## src/rtl/srg_pkg.sv

```systemverilog
// Shared types, constants and the clamp_dim helper function of the seeded region growing block.
package srg_pkg;

    localparam int MAX_ROWS_DEF = 256;
    localparam int MAX_COLS_DEF = 256;
    localparam int PIX_W        = 8;
    localparam int CFG_W        = 9;
    localparam int DIM_W        = 9;
    localparam int CIDX_W       = 2;
    localparam int WORD_W       = PIX_W + 1;

    localparam logic REQ_LOAD = 1'b0;
    localparam logic REQ_READ = 1'b1;

    typedef enum logic [CIDX_W-1:0] {
        CFG_SEED_LEVEL = 2'd0,
        CFG_GROW_LIMIT = 2'd1,
        CFG_IMAGE_ROWS = 2'd2,
        CFG_IMAGE_COLS = 2'd3
    } t_cfg_idx;

    typedef struct packed {
        logic [PIX_W-1:0] seed_level;
        logic [CFG_W-1:0] grow_limit;
        logic [DIM_W-1:0] rows;
        logic [DIM_W-1:0] cols;
    } t_cfg;

    typedef struct packed {
        logic valid;
        logic in_region;
        logic last_pixel;
    } t_rsp;

    function automatic logic [DIM_W-1:0] clamp_dim(input logic [CFG_W-1:0] value,
                                                   input int max_dim);
        logic [DIM_W-1:0] result;
        if (value < CFG_W'(3)) begin
            result = DIM_W'(3);
        end else if (int'(value) > max_dim) begin
            result = DIM_W'(max_dim);
        end else begin
            result = DIM_W'(value);
        end
        return result;
    endfunction

endpackage

```

## src/rtl/srg_cfg.sv

```systemverilog
// Configuration registers with clamped frame size and registered pixel count.
module srg_cfg #(
    parameter int MAX_ROWS = srg_pkg::MAX_ROWS_DEF,
    parameter int MAX_COLS = srg_pkg::MAX_COLS_DEF
) (
    input  logic                                   i_clk,
    input  logic                                   i_rst_n,
    input  logic                                   i_cfg_we,
    input  logic [srg_pkg::CIDX_W-1:0]             i_cfg_idx,
    input  logic [srg_pkg::CFG_W-1:0]              i_cfg_data,
    output srg_pkg::t_cfg                          o_cfg,
    output logic [$clog2(MAX_ROWS*MAX_COLS):0]     o_total
);

    localparam int TW = $clog2(MAX_ROWS * MAX_COLS) + 1;
    localparam int DW = srg_pkg::DIM_W;
    localparam logic [DW-1:0] RST_ROWS = srg_pkg::clamp_dim(9'd256, MAX_ROWS);
    localparam logic [DW-1:0] RST_COLS = srg_pkg::clamp_dim(9'd256, MAX_COLS);
    localparam int RST_PROD = int'(RST_ROWS) * int'(RST_COLS);

    srg_pkg::t_cfg   r_cfg;
    logic [TW-1:0]   r_total;
    logic [DW-1:0]   w_rows_new;
    logic [DW-1:0]   w_cols_new;
    logic [2*DW-1:0] w_prod_rows;
    logic [2*DW-1:0] w_prod_cols;

    assign w_rows_new  = srg_pkg::clamp_dim(i_cfg_data, MAX_ROWS);
    assign w_cols_new  = srg_pkg::clamp_dim(i_cfg_data, MAX_COLS);
    assign w_prod_rows = {{DW{1'b0}}, w_rows_new} * {{DW{1'b0}}, r_cfg.cols};
    assign w_prod_cols = {{DW{1'b0}}, r_cfg.rows} * {{DW{1'b0}}, w_cols_new};

    always_ff @(posedge i_clk) begin
        if (!i_rst_n) begin
            r_cfg.seed_level <= '0;
            r_cfg.grow_limit <= '0;
            r_cfg.rows       <= RST_ROWS;
            r_cfg.cols       <= RST_COLS;
            r_total          <= TW'(RST_PROD);
        end else if (i_cfg_we) begin
            case (i_cfg_idx)
                srg_pkg::CFG_SEED_LEVEL: begin
                    r_cfg.seed_level <= i_cfg_data[srg_pkg::PIX_W-1:0];
                end
                srg_pkg::CFG_GROW_LIMIT: begin
                    r_cfg.grow_limit <= i_cfg_data;
                end
                srg_pkg::CFG_IMAGE_ROWS: begin
                    r_cfg.rows <= w_rows_new;
                    r_total    <= TW'(w_prod_rows);
                end
                srg_pkg::CFG_IMAGE_COLS: begin
                    r_cfg.cols <= w_cols_new;
                    r_total    <= TW'(w_prod_cols);
                end
                default: begin
                end
            endcase
        end
    end

    assign o_cfg   = r_cfg;
    assign o_total = r_total;

endmodule

```

## config.mk

```make
export PLATFORM = sky130hd
export DESIGN_NAME = srg_cfg
export DESIGN_NICKNAME = d
export VERILOG_FILES = /design/src/rtl/srg_pkg.sv /design/src/rtl/srg_cfg.sv
export SDC_FILE = /design/constraint.sdc
export NUM_CORES = 1
export LEC_CHECK = 0
export BUFFER_PORTS_ARGS = -buffer_cell sky130_fd_sc_hd__buf_2
export CORE_ASPECT_RATIO = 1.1
export CORE_MARGIN = 2
export CORE_UTILIZATION = 45
export CTS_CLUSTER_DIAMETER = 100
export CTS_CLUSTER_SIZE = 28
export DETAILED_ROUTE_END_ITERATION = 6
export PLACE_DENSITY_LB_ADDON = 0.12
export SETUP_SLACK_MARGIN = 0.2
export SLEW_MARGIN = 10
export SYNTH_ARGS = -nofsm -noshare
export SYNTH_HDL_FRONTEND = slang
export SYNTH_SLANG_ARGS = --single-unit
```

## constraint.sdc

```tcl
create_clock -name i_clk -period 10.5 [get_ports i_clk]
set_input_delay 2.625 -clock i_clk [delete_from_list [all_inputs] [get_ports i_clk]]
set_output_delay 2.625 -clock i_clk [all_outputs]
set_load 0.005 [all_outputs]
```

=== Yosys cells after proc, flatten, opt, wreduce, memory -nomap -nowiden ===
Index checks and enable logic that the tools add are counted.
W data, S select, Z words.

* Logic and storage cells: 22
* Flip-flop bits (word level): 52
* Input port bits: 14

* Multiply operators: 2
* $lt $le $gt $ge: 2
* Multiplexer cells: 3
* Reduce and logical (&&, ||, !) cells: 7
* Equality and inequality tests: 3

{| class="wikitable"
|+ Operators with widths
! kind !! count
|-
| $mul A9 B9 Y17 || 2
|-
| $pmux W17 S2 || 1
|-
| $mux W9 || 2
|-
| $reduce_and A2 Y1 || 5
|-
| $gt A9 B9 Y1 const B || 1
|-
| $lt A9 B2 Y1 const B || 1
|-
| $eq A2 B2 Y1 const B || 2
|-
| $eq A2 B1 Y1 const B || 1
|-
| $logic_not A2 Y1 || 1
|-
| $reduce_bool A2 Y1 || 1
|}

=== Logic depth before layout (Yosys ltp) ===
Gate-level depths: netlist (run 1).

* Word-level depth: 5
* Gate-level depth with buffers: 22
* Gate-level depth less buffers: 21

=== Worst setup path after synthesis (run 1) ===
No wires, ideal clock.

* Path type: input to register
* Start point: input i_cfg_data[3] (netlist name)
* End point: register r_total[13] (netlist: o_total[13])
* Buffers on the path: 1
* Cell stages on the path: 20
* Setup time: 116 ps
* Path slack: 3115 ps
* Arrival: 7269 ps
* Path through: or4_1 nor3_2 nor2_1 nor2_4 buf_4 nand2_1 fa_1 fa_1 inv_1 fa_1 inv_1 fa_1 inv_1 ha_1 o21a_1 o21a_1 a21oi_1 o21ai_0 xor2_1 o211a_1

* Longest elaborated chain between the ends: 5
* Elaborated cells on any way between the ends: 7
* Classes of those cells: mul (2); order compare (2); mux (3)

{| class="wikitable"
|+ RTL lines
! item !! line !! text
|-
| start, declared || srg_cfg.sv:10 || <nowiki>input logic [srg_pkg::CFG_W-1:0] i_cfg_data,</nowiki>
|-
| $gt A9 B9 Y1 || srg_pkg.sv:40 || <nowiki>end else if (int'(value) > max_dim) begin</nowiki>
|-
| $mux W9 || srg_pkg.sv:40 ||
|-
| $mux W9 * || srg_pkg.sv:38 || <nowiki>if (value < CFG_W'(3)) begin</nowiki>
|-
| $mul A9 B9 Y17 (on tied branches) || srg_cfg.sv:31, srg_cfg.sv:30 ||
|-
| $pmux W17 S2 * || srg_cfg.sv:41 || <nowiki>case (i_cfg_idx)</nowiki>
|-
| end signal, assigned || srg_cfg.sv:39 || <nowiki>r_total <= TW'(RST_PROD);</nowiki>
|-
| end signal, assigned || srg_cfg.sv:50 || <nowiki>r_total <= TW'(w_prod_rows);</nowiki>
|-
| end signal, assigned || srg_cfg.sv:54 || <nowiki>r_total <= TW'(w_prod_cols);</nowiki>
|-
| end, declared || srg_cfg.sv:22 || <nowiki>logic [TW-1:0] r_total;</nowiki>
|}

Every way passes the cells marked *; elsewhere a longest branch is shown, timed or not.
A chain may end at the register's enable or synchronous reset.

=== Worst setup path in the final report (run 1) ===
Ends and elaborated chain as after synthesis.

==> flow_summary.yaml, run 1 <==
placed_design:
  post_dp_cell_area_sq_mm: 0.00773
  io_buffers: 65
  pre_cts_slack_ps: 2340
  place.gp.congestion: 0.874
  dpl.hpwl_microns: 13300
  dpl.cell_count: 1090
hold_path:
  min_to: "o_total[5]$_SDFFE_PN0P_"
  hp-start: "o_total[5]$_SDFFE_PN0P_"
  min_path_type: "reg -> reg"
  whs_path_depth: 2
routing:
  drt_first_pass_iters: 4
  routedWlPerCell_microns: 15.6
  avgViaCountPerCell: 5.15
  wl_met3_microns: 459
  dr.first_iter.drc_count: 128
  drc: 0
  wirelength_microns: 17100
  top_layer: "met4"
  routed-wl-met2_microns: 8630
  drtAntennaViolNets: 0
  num_vias: 5652
  wl_met1_microns: 7920
floorplanning:
  coreArea_sq_mm: 0.0158
  die_x_microns: 126
  io_pins: 66
  initial_utilization: 0.463
  dieHeight_microns: 138
  die_area_sq_mm: 0.0173
  floorplan.rows: 48
sta:
  tightest_slew_ps: 955
  fin_tns_setup_ps: 0
  drv_slew: 0
  hold_violations: 0
  worst_slack_ps: 2670
  period_share: 0.745
  skew_ps: 5.95
  max_freq_ghz: 0.128
  rsz0062_at_grt: "false"
  min_period_ps: 7830
  maxSlewHeadroom: 0.361
  setup_viol: 0
critical_path:
  start_kind: "input port"
  end_kind: "register"
  crit_required_ps: 10690
  cpPeakStageDelay_ps: 670
  cp_max_fo: 20
  critPathBufInv: 4
  critPathKind: "in -> reg"
  crit_slowest_cell: "nor2_2"
  r2r_end: "o_total[13]$_SDFFE_PN0P_"
  crit_chain: "buf_2, or4_1, nor3_2, nor2_1, nor2_2, nand2_1, fa_1, inv_1, fa_1, fa_1, inv_1, fa_1, inv_1, ha_1, o21a_1, o21a_1, o22a_1, a311oi_1, o21ai_0, o211a_1"
  crit_path_frequent_cell: "fa_1"
  cp.arrival_ps: 8020
  critical-path-top-delay-family: "adder cells"
  rrSetupSlack_ps: 5950
  ff2ff_path_depth: 15
  r2r-start: "o_cfg[16]$_SDFFE_PN0P_"
clocking:
  cts.repair.resized: 0
  clock_path_buffers: 2
  cts_made_buffers: 5
  htree_levels: 2
  cts_tree: "built"
  hold_buffers: 0
  root_buffer: "clkbuf_16"
  clkLatencyLatePin_ps: 300
  clkTransAtPathRegs_ps: 70
  cts_setup_buffers: 0
  clock_sinks: 52
grt:
  grt-ovfl-total: 0
  grt_pass1_wl_microns: 29900
  grt_max_degree: 53
  antenna_found_initial: 0
  grt_pass1_vias: 5963
  track_usage: 0.212
synthesis:
  yosysSeqAreaShare: 0.142
  synth_flop_cell: "dfxtp_1"
  async_flop_share: 0
  synth_edf_count: 0
  synth_top_area_frac: 0.268
  synth_common_cells: "153 x inv_1, 124 x nand2_1, 98 x fa_1"
  synth_area_leader_cell: "fa_1"
  netlist_instances: 867
  yosys-top-cells-area: "fa_1 27%, dfxtp_1 14%, ha_1 12%"
  synth_seq_cells: 52
  syn_avg_cell_area_sq_um: 8.44
  syn-cell-area_sq_mm: 0.00732
  yosysWarnings: 0
  synth_fp_nets: 1051
  synth_most_common_cell: "inv_1"
  synth.distinct_cells: 54
power_and_ir_drop:
  irDropWorstVdd_mv: 0.0524
  p_leak_nw: 4.21
  intPower_mw: 0.371
  switching_share: 0.302
  p_switching_mw: 0.161
  p_per_area_mw_per_mm2: 67.2
  seqPwrFrac: 0.402
  pwr-share-comb: 0.220
  clkPwrFrac: 0.377
finish:
  fin_area_sq_mm: 0.00791
  antennaDiodeCount: 0
  num-fill-cells: 1610
  multi_input_area_sq_mm: 0.00549
  drive_gt1_frac: 0.0969
  seq_area_sq_mm: 0.00104
  final-instance-count-excl-fill: 1098
  nets: 1081
  final_util: 0.501
  synthToLayoutAreaGrowth_pct: 8.12
outcome:
  outcome: "finished clean"
run:
  drv_cap: 0
==> worst max-delay path by stage <==
stage                              from                       end  slack [ps]  cells past startpoint
after floorplan           i_cfg_data[3]  o_total[13]$_SDFFE_PN0P_        3120                     20
after global placement    i_cfg_data[3]  o_total[14]$_SDFFE_PN0P_        2430                     20
after detailed placement  i_cfg_data[3]  o_total[14]$_SDFFE_PN0P_        2340                     20
after CTS                 i_cfg_data[3]  o_total[14]$_SDFFE_PN0P_        2670                     20
after global routing      i_cfg_data[3]  o_total[13]$_SDFFE_PN0P_        2260                     20
final                     i_cfg_data[3]  o_total[13]$_SDFFE_PN0P_        2670                     20
==> metal layers <==
metal  GRT usage  vias to the layer above
met4      0.0278                        0
met2       0.400                       84
met3      0.0179                       13
met5           0                        -
li1            -                     2754
met1       0.273                     2801
==> power by group through the flow <==
stage                     clock network [mW]  logic, mW  registers, mW
after global routing                   0.212      0.134          0.215
after CTS                              0.206      0.119          0.214
after detailed placement                   0      0.118          0.219
final                                  0.201      0.117          0.214
after global placement                     0      0.117          0.219
after floorplan                            0     0.0840          0.214
==> cell families (layout without fill, tap and decap cells) <==
logic type                 count (synthesis)  in the layout  synth area share
buffers and inverters                    202            233             0.107
DFF                                       52             52             0.142
AOI/OAI and AO/OA                        112            112             0.105
muxes                                     22             22            0.0301
xor gates and xnor gates                  19             19            0.0227
and+or+nand+nor                          290            290             0.201
adders and majority gates                170            170             0.391
==> cell type report <==
class / count / area share
multi-input cells: 613 / 0.694
flip-flops and latches: 52 / 0.132
inverters: 153 / 0.0726
repair buffers: 72 / 0.0478
well taps: 200 / 0.0316
clock buffers: 6 / 0.0176
clock inverters: 2 / 0.00490
==> placed cells by master, fill, tap and decap left out, drive strengths merged, types with 5 or more instances in the layout <==
master,count
inv,153
nand2,124
fa,98
and2,93
ha,72
buf,72
dfxtp,52
nor2b,26
o21ai,24
mux2i,22
nor2,22
a21boi,19
a21oi,16
xnor2,15
o21a,10
a211oi,8
o211a,7
clkbuf,6
nand3,5
==> flip-flops by register name, indices dropped and copies added, names as in the netlist <==
name     count
o_cfg       35
o_total     17
==> worst reg2reg max path, delay by kind of cell, from the launching register on <==
family,cells,cell delay (ps)
flops,1,620
simple gates,1,160
compound gates,6,1170
fa+ha+maj,5,2330
buf+inv,3,150
==> through the flow <==
| stage | total power, mW | hold WS [ps] |
|---|---|---|
| finish | 0.532 | 496 |
| floorplan | 0.298 | 457 |
| global route | 0.561 | 524 |
| global placement | 0.336 | 479 |
| CTS | 0.539 | 502 |
| detailed placement | 0.337 | 485 |
Note: power is estimated with default switching activity, not from simulation.
==> inputs of run 2 (changes only) <==
--- a/config.mk
+++ b/config.mk
@@ -5,6 +5,7 @@
 export SDC_FILE = /design/constraint.sdc
 export NUM_CORES = 1
 export LEC_CHECK = 0
+export ABC_AREA = 1
 export BUFFER_PORTS_ARGS = -buffer_cell sky130_fd_sc_hd__buf_2
 export CORE_ASPECT_RATIO = 1.1
 export CORE_MARGIN = 2
==> constraint.sdc (replaced) <==
create_clock -name i_clk -period 7 [get_ports i_clk]
set_input_delay 1.75 -clock i_clk [delete_from_list [all_inputs] [get_ports i_clk]]
set_output_delay 1.75 -clock i_clk [all_outputs]
set_load 0.005 [all_outputs]
==> run 2 against run 1 <==
Against the previous run: via count is 19% higher; setup slack worse by 2000 ps; non-clock buffer count is 7 higher; critical endpoint is now o_total[10]$_SDFFE_PN0P_.
==> flow_summary.yaml, run 2 <==
sta:
  max_freq_ghz: 0.158
  setup_viol: 0
  skew_ps: 10.4
  hold_violations: 0
  worst_slack_ps: 658
  tightest_slew_ps: 931
  period_share: 0.906
  rsz0062_at_grt: "false"
  drv_slew: 0
  min_period_ps: 6340
  fin_hold_ws_ps: 500
  fin_tns_setup_ps: 0
  maxSlewHeadroom: 0.376
critical_path:
  cp.arrival_ps: 6560
  critPathKind: "in -> reg"
  critPathBufInv: 7
  cp_max_fo: 12
  end_kind: "register"
  start_kind: "input port"
  crit_slowest_cell: "fa_1"
  crit_required_ps: 7220
  critical-path-top-delay-family: "adder cells"
  crit_path_frequent_cell: "nand2_1"
  cpPeakStageDelay_ps: 510
floorplanning:
  initial_utilization: 0.456
  coreArea_sq_mm: 0.0162
  dieHeight_microns: 139
  die_area_sq_mm: 0.0175
  io_pins: 66
  die_x_microns: 126
  floorplan.rows: 49
synthesis:
  synth_fp_nets: 1248
  synth_adder_area_share: 0.387
  yosysWarnings: 0
  async_flop_share: 0
  yosysSeqAreaShare: 0.141
  synth_area_leader_cell: "fa_1"
  synth_edf_count: 0
  syn_avg_cell_area_sq_um: 6.96
  synth_flop_cell: "dfxtp_1"
  synth_top_area_frac: 0.265
  yosys-top-cells-area: "fa_1 26%, dfxtp_1 14%, inv_1 14%"
  synth_common_cells: "267 x inv_1, 217 x nand2_1, 135 x nor2_1"
  syn-cell-area_sq_mm: 0.00740
  synth_compound_area_frac: 0.0845
  synth_seq_cells: 52
  synth_most_common_cell: "inv_1"
  synth-xor-area-share: 0.00355
  synthSimpleGateAreaFrac: 0.229
  netlist_instances: 1064
  synth.distinct_cells: 26
  synthMuxAreaShare: 0
  synth_top_family_by_area: "adder cells"
power_and_ir_drop:
  switching_share: 0.390
  p_per_area_mw_per_mm2: 114
  irDropWorstVdd_mv: 0.175
  seqPwrFrac: 0.359
  p_switching_mw: 0.360
  pwr-share-comb: 0.357
  clkPwrFrac: 0.284
  p_leak_nw: 4.72
  intPower_mw: 0.563
routing:
  drt_first_pass_iters: 5
  wirelength_microns: 21600
  num_vias: 6733
  avgViaCountPerCell: 5.08
  routedWlPerCell_microns: 16.3
  dr.first_iter.drc_count: 420
  drtAntennaViolNets: 0
  drc: 0
finish:
  nets: 1305
  layout_commonest_cell: "inv_1"
  fin_area_sq_mm: 0.00810
  final_cell_mix: "267 x inv_1, 217 x nand2_1, 135 x nor2_1"
  largest_reg_flops: 35
  seq_area_sq_mm: 0.00104
  final-instance-count-excl-fill: 1326
  synthToLayoutAreaGrowth_pct: 9.43
  antennaDiodeCount: 0
  num-fill-cells: 1683
  drive_gt1_frac: 0.0882
  multi_input_area_sq_mm: 0.00521
grt:
  grt-ovfl-total: 0
  track_usage: 0.263
  grt_max_degree: 41
  grt_pass1_wl_microns: 36100
  grt_pass1_vias: 7066
  antenna_found_initial: 0
clocking:
  cts_tree: "built"
  cts_setup_buffers: 0
  hold_buffers: 0
  root_buffer: "clkbuf_16"
  htree_levels: 2
  clkTransAtPathRegs_ps: 80
  clock_sinks: 52
  cts_made_buffers: 5
  clkLatencyLatePin_ps: 320
  clock_path_buffers: 2
  cts.repair.resized: 0
placed_design:
  post_dp_cell_area_sq_mm: 0.00796
  dpl.cell_count: 1318
  io_buffers: 65
  dpl.hpwl_microns: 17600
  place.gp.congestion: 0.998
  pre_cts_slack_ps: 392
outcome:
  outcome: "finished clean"
hold_path:
  min_path_type: "reg -> reg"
run:
  drv_cap: 0
## run 2: changes by cell type after synthesis, moves of 22 or more
| cell | before | now |
|---|---|---|
| nor2_1 | 19 | 135 |
| nand3_1 | 5 | 46 |
| inv_1 | 153 | 267 |
| nor2b_1 | 25 | 0 |
| nand2_1 | 124 | 217 |
| mux2i_1 | 22 | 0 |
| a21oi_1 | 16 | 55 |
| and2_1 | 93 | 0 |
## run 2: cells by family (layout without fill, tap and decap cells)
| group | Yosys count | count (layout) |
|---|---|---|
| XOR/XNOR | 3 | 3 |
| buffers and inverters | 300 | 358 |
| AO/OA/AOI/OAI | 120 | 120 |
| flip-flops | 52 | 52 |
| adder cells (fa/ha/maj) | 170 | 170 |
| AND/OR/NAND/NOR | 419 | 419 |
## run 2: layer usage
| layer | share of wire | track usage |
|---|---|---|
| met3 | 0.056 | 0.0418 |
| met2 | 0.48 | 0.457 |
| met5 | 0 | 0 |
| met4 | 0.038 | 0.0977 |
| met1 | 0.42 | 0.327 |
## run 2: final timing paths
| check | startpoint | endpoint | slack (ps) | cells after the start |
|---|---|---|---|---|
| setup / recovery | i_cfg_data[3] | o_total[10]$_SDFFE_PN0P_ | 660 | 26 |
| hold / removal | o_total[6]$_SDFFE_PN0P_ | o_total[6]$_SDFFE_PN0P_ | 500 | 2 |
| setup reg to reg | o_cfg[5]$_SDFFE_PN0P_ | o_total[16]$_SDFFE_PN1P_ | 2460 | 18 |
| hold reg to reg | o_total[6]$_SDFFE_PN0P_ | o_total[6]$_SDFFE_PN0P_ | 500 | 2 |
## run 2: worst register-to-register path: cells and delay by family (launching register included)
kind / cells / cell delay [ps]
adder cells (fa/ha/maj): 5 / 2580
buffers and inverters: 3 / 300
flip-flops: 1 / 450
AND/OR/NAND/NOR: 10 / 1120
## run 2: layout make-up
class                      instances  share of cell area
multi-input combinational        712               0.643
tap                              204              0.0315
inverter                         271               0.126
clock inverter                     2             0.00201
sequential                        52               0.128
clock buffer                       6              0.0159
timing repair buffer              79              0.0531
## run 2: power groups by stage
| stage | Combinational, mW | Clock (mW) | Sequential (mW) |
|---|---|---|---|
| 2_1_floorplan | 0.217 | 0 | 0.332 |
| 3_3_place_gp | 0.327 | 0 | 0.338 |
| 3_5_place_dp | 0.329 | 0 | 0.338 |
| 4_1_cts | 0.332 | 0.266 | 0.331 |
| 5_1_grt | 0.378 | 0.276 | 0.334 |
| 6_report | 0.330 | 0.262 | 0.332 |
## run 2: metrics by stage
step / utilization / total power [mW]
floorplan: - / 0.549
global placement: 0.490 / 0.665
detailed placement: 0.490 / 0.666
CTS: 0.499 / 0.930
global route: 0.499 / 0.987
finish: 0.499 / 0.923
==> inputs of run 3 (changes only) <==
--- a/config.mk
+++ b/config.mk
@@ -7,7 +7,6 @@
 export LEC_CHECK = 0
 export ABC_AREA = 1
 export BUFFER_PORTS_ARGS = -buffer_cell sky130_fd_sc_hd__buf_2
-export CORE_ASPECT_RATIO = 1.1
 export CORE_MARGIN = 2
 export CORE_UTILIZATION = 45
 export CTS_CLUSTER_DIAMETER = 100
==> run 3 against run 2 <==
Against the previous run: wire length decreased by 0.85%; sequential power about the same; clock skew increased by 5.0 ps; cell area increased by 0.85%; cell count increased by 1.1%; register-to-register slack about the same; sequential share of layout area decreased by 0.11 points; non-clock buffer count increased by 2; clock power increased by 16%; highest routed layer unchanged.
==> flow_summary.yaml, run 3 (synthesis results as in run 2) <==
finish:
  synthToLayoutAreaGrowth_pct: 10.4
  antennaDiodeCount: 0
  drive_gt1_frac: 0.0907
  layout_commonest_cell: "inv_1"
  final_util: 0.511
  final_cell_mix: "267 x inv_1, 217 x nand2_1, 135 x nor2_1"
  final-instance-count-excl-fill: 1340
  largest_reg_flops: 35
  fin_area_sq_mm: 0.00817
  nets: 1307
critical_path:
  crit_slowest_cell: "fa_1"
  ff2ff_path_depth: 18
  worstSetupPathDepth: 26
  r2r_end: "o_total[10]$_SDFFE_PN0P_"
  startpoint: "i_cfg_data[4]"
  start_kind: "input port"
  cp_max_fo: 12
  rrSetupSlack_ps: 2450
  crit_required_ps: 7220
  cpPeakStageDelay_ps: 520
  end_kind: "register"
  crit_path_frequent_cell: "nand2_1"
  r2r-start: "o_cfg[2]$_SDFFE_PN0P_"
  cp.arrival_ps: 6530
  critical-path-top-delay-family: "adder cells"
  critPathBufInv: 7
  critPathKind: "in -> reg"
routing:
  drt_first_pass_iters: 6
  wirelength_microns: 21400
  num_vias: 6745
  avgViaCountPerCell: 5.03
  routedWlPerCell_microns: 16.0
  dr.first_iter.drc_count: 515
  drc: 0
  drtAntennaViolNets: 0
clocking:
  cts_setup_buffers: 0
  clock_path_buffers: 2
  clkTransAtPathRegs_ps: 80
  htree_levels: 2
  clkLatencyLatePin_ps: 310
  clock_sinks: 52
  cts_tree: "built"
  root_buffer: "clkbuf_16"
  cts_made_buffers: 5
  cts.repair.resized: 0
  hold_buffers: 0
outcome:
  outcome: "finished clean"
power_and_ir_drop:
  clkPwrFrac: 0.314
  seqPwrFrac: 0.343
  p_per_area_mw_per_mm2: 118
  p_leak_nw: 4.75
  intPower_mw: 0.602
  irDropWorstVdd_mv: 0.120
  finalPower_mw: 0.968
  switching_share: 0.378
  pwr-share-comb: 0.343
  p_switching_mw: 0.366
hold_path:
  min_path_type: "reg -> reg"
  whs_path_depth: 2
  hp-start: "o_cfg[23]$_SDFFE_PN0P_"
  min_to: "o_cfg[23]$_SDFFE_PN0P_"
floorplanning:
  io_pins: 66
  initial_utilization: 0.463
  die_area_sq_mm: 0.0175
  coreArea_sq_mm: 0.0160
  dieHeight_microns: 132
  floorplan.rows: 46
  die_x_microns: 132
grt:
  grt_pass1_vias: 6868
  track_usage: 0.263
  grt_max_degree: 41
  antenna_found_initial: 0
  grt_pass1_wl_microns: 36100
  grt-ovfl-total: 0
sta:
  tightest_slew_ps: 911
  rsz0062_at_grt: "false"
  max_freq_ghz: 0.158
  drv_slew: 0
  setup_viol: 0
  fin_tns_setup_ps: 0
  skew_ps: 15.4
  period_share: 0.902
  hold_violations: 0
  maxSlewHeadroom: 0.389
  min_period_ps: 6310
placed_design:
  dpl.hpwl_microns: 17600
  io_buffers: 65
  post_dp_cell_area_sq_mm: 0.00800
  dpl.cell_count: 1332
  place.gp.congestion: 0.931
run:
  drv_cap: 0
-- run 3: layer usage --
layer / part of all wire / GRT usage
met5: 0 / 0
met3: 0.069 / 0.0377
met2: 0.46 / 0.431
met4: 0.024 / 0.0651
met1: 0.45 / 0.368
-- run 3: how the worst max path moves through the flow --
stage	to	slack, ps
finish	o_total[10]$_SDFFE_PN0P_	690
detailed placement	o_total[10]$_SDFFE_PN0P_	430
global placement	o_total[10]$_SDFFE_PN0P_	450
CTS	o_total[10]$_SDFFE_PN0P_	730
floorplan	o_total[10]$_SDFFE_PN0P_	1010
global route	o_total[15]$_SDFFE_PN0P_	380
-- run 3: stage by stage --
step	hold WS, ps	setup slack, ps
2_1_floorplan	465	1010
3_3_place_gp	486	450
3_5_place_dp	477	426
4_1_cts	508	726
5_1_grt	546	379
6_report	509	689
-- run 3: final cells by class --
type                    count  area [sq um]
clock inverters             3          46.3
inverters                 271          1020
fillers                  1673          7830
repair buffers             81           458
flip-flops and latches     52          1040
clock buffers               5           125
well taps                 216           270
multi-input cells         712          5210
-- run 3: power by group through the flow --
stage               clock (mW)  sequential [mW]  combinational, mW
floorplan                    0            0.332              0.217
global placement             0            0.339              0.330
detailed placement           0            0.338              0.330
CTS                      0.308            0.332              0.334
global route             0.317            0.335              0.380
finish                   0.304            0.332              0.332
-- run 3: worst register-to-register path: cells and delay by family (launching register included) --
family	cells	cell delay, ps
flip-flops	1	670
AO/OA/AOI/OAI	1	140
buffers and inverters	4	180
adder cells (fa/ha/maj)	5	2440
AND/OR/NAND/NOR	8	1030
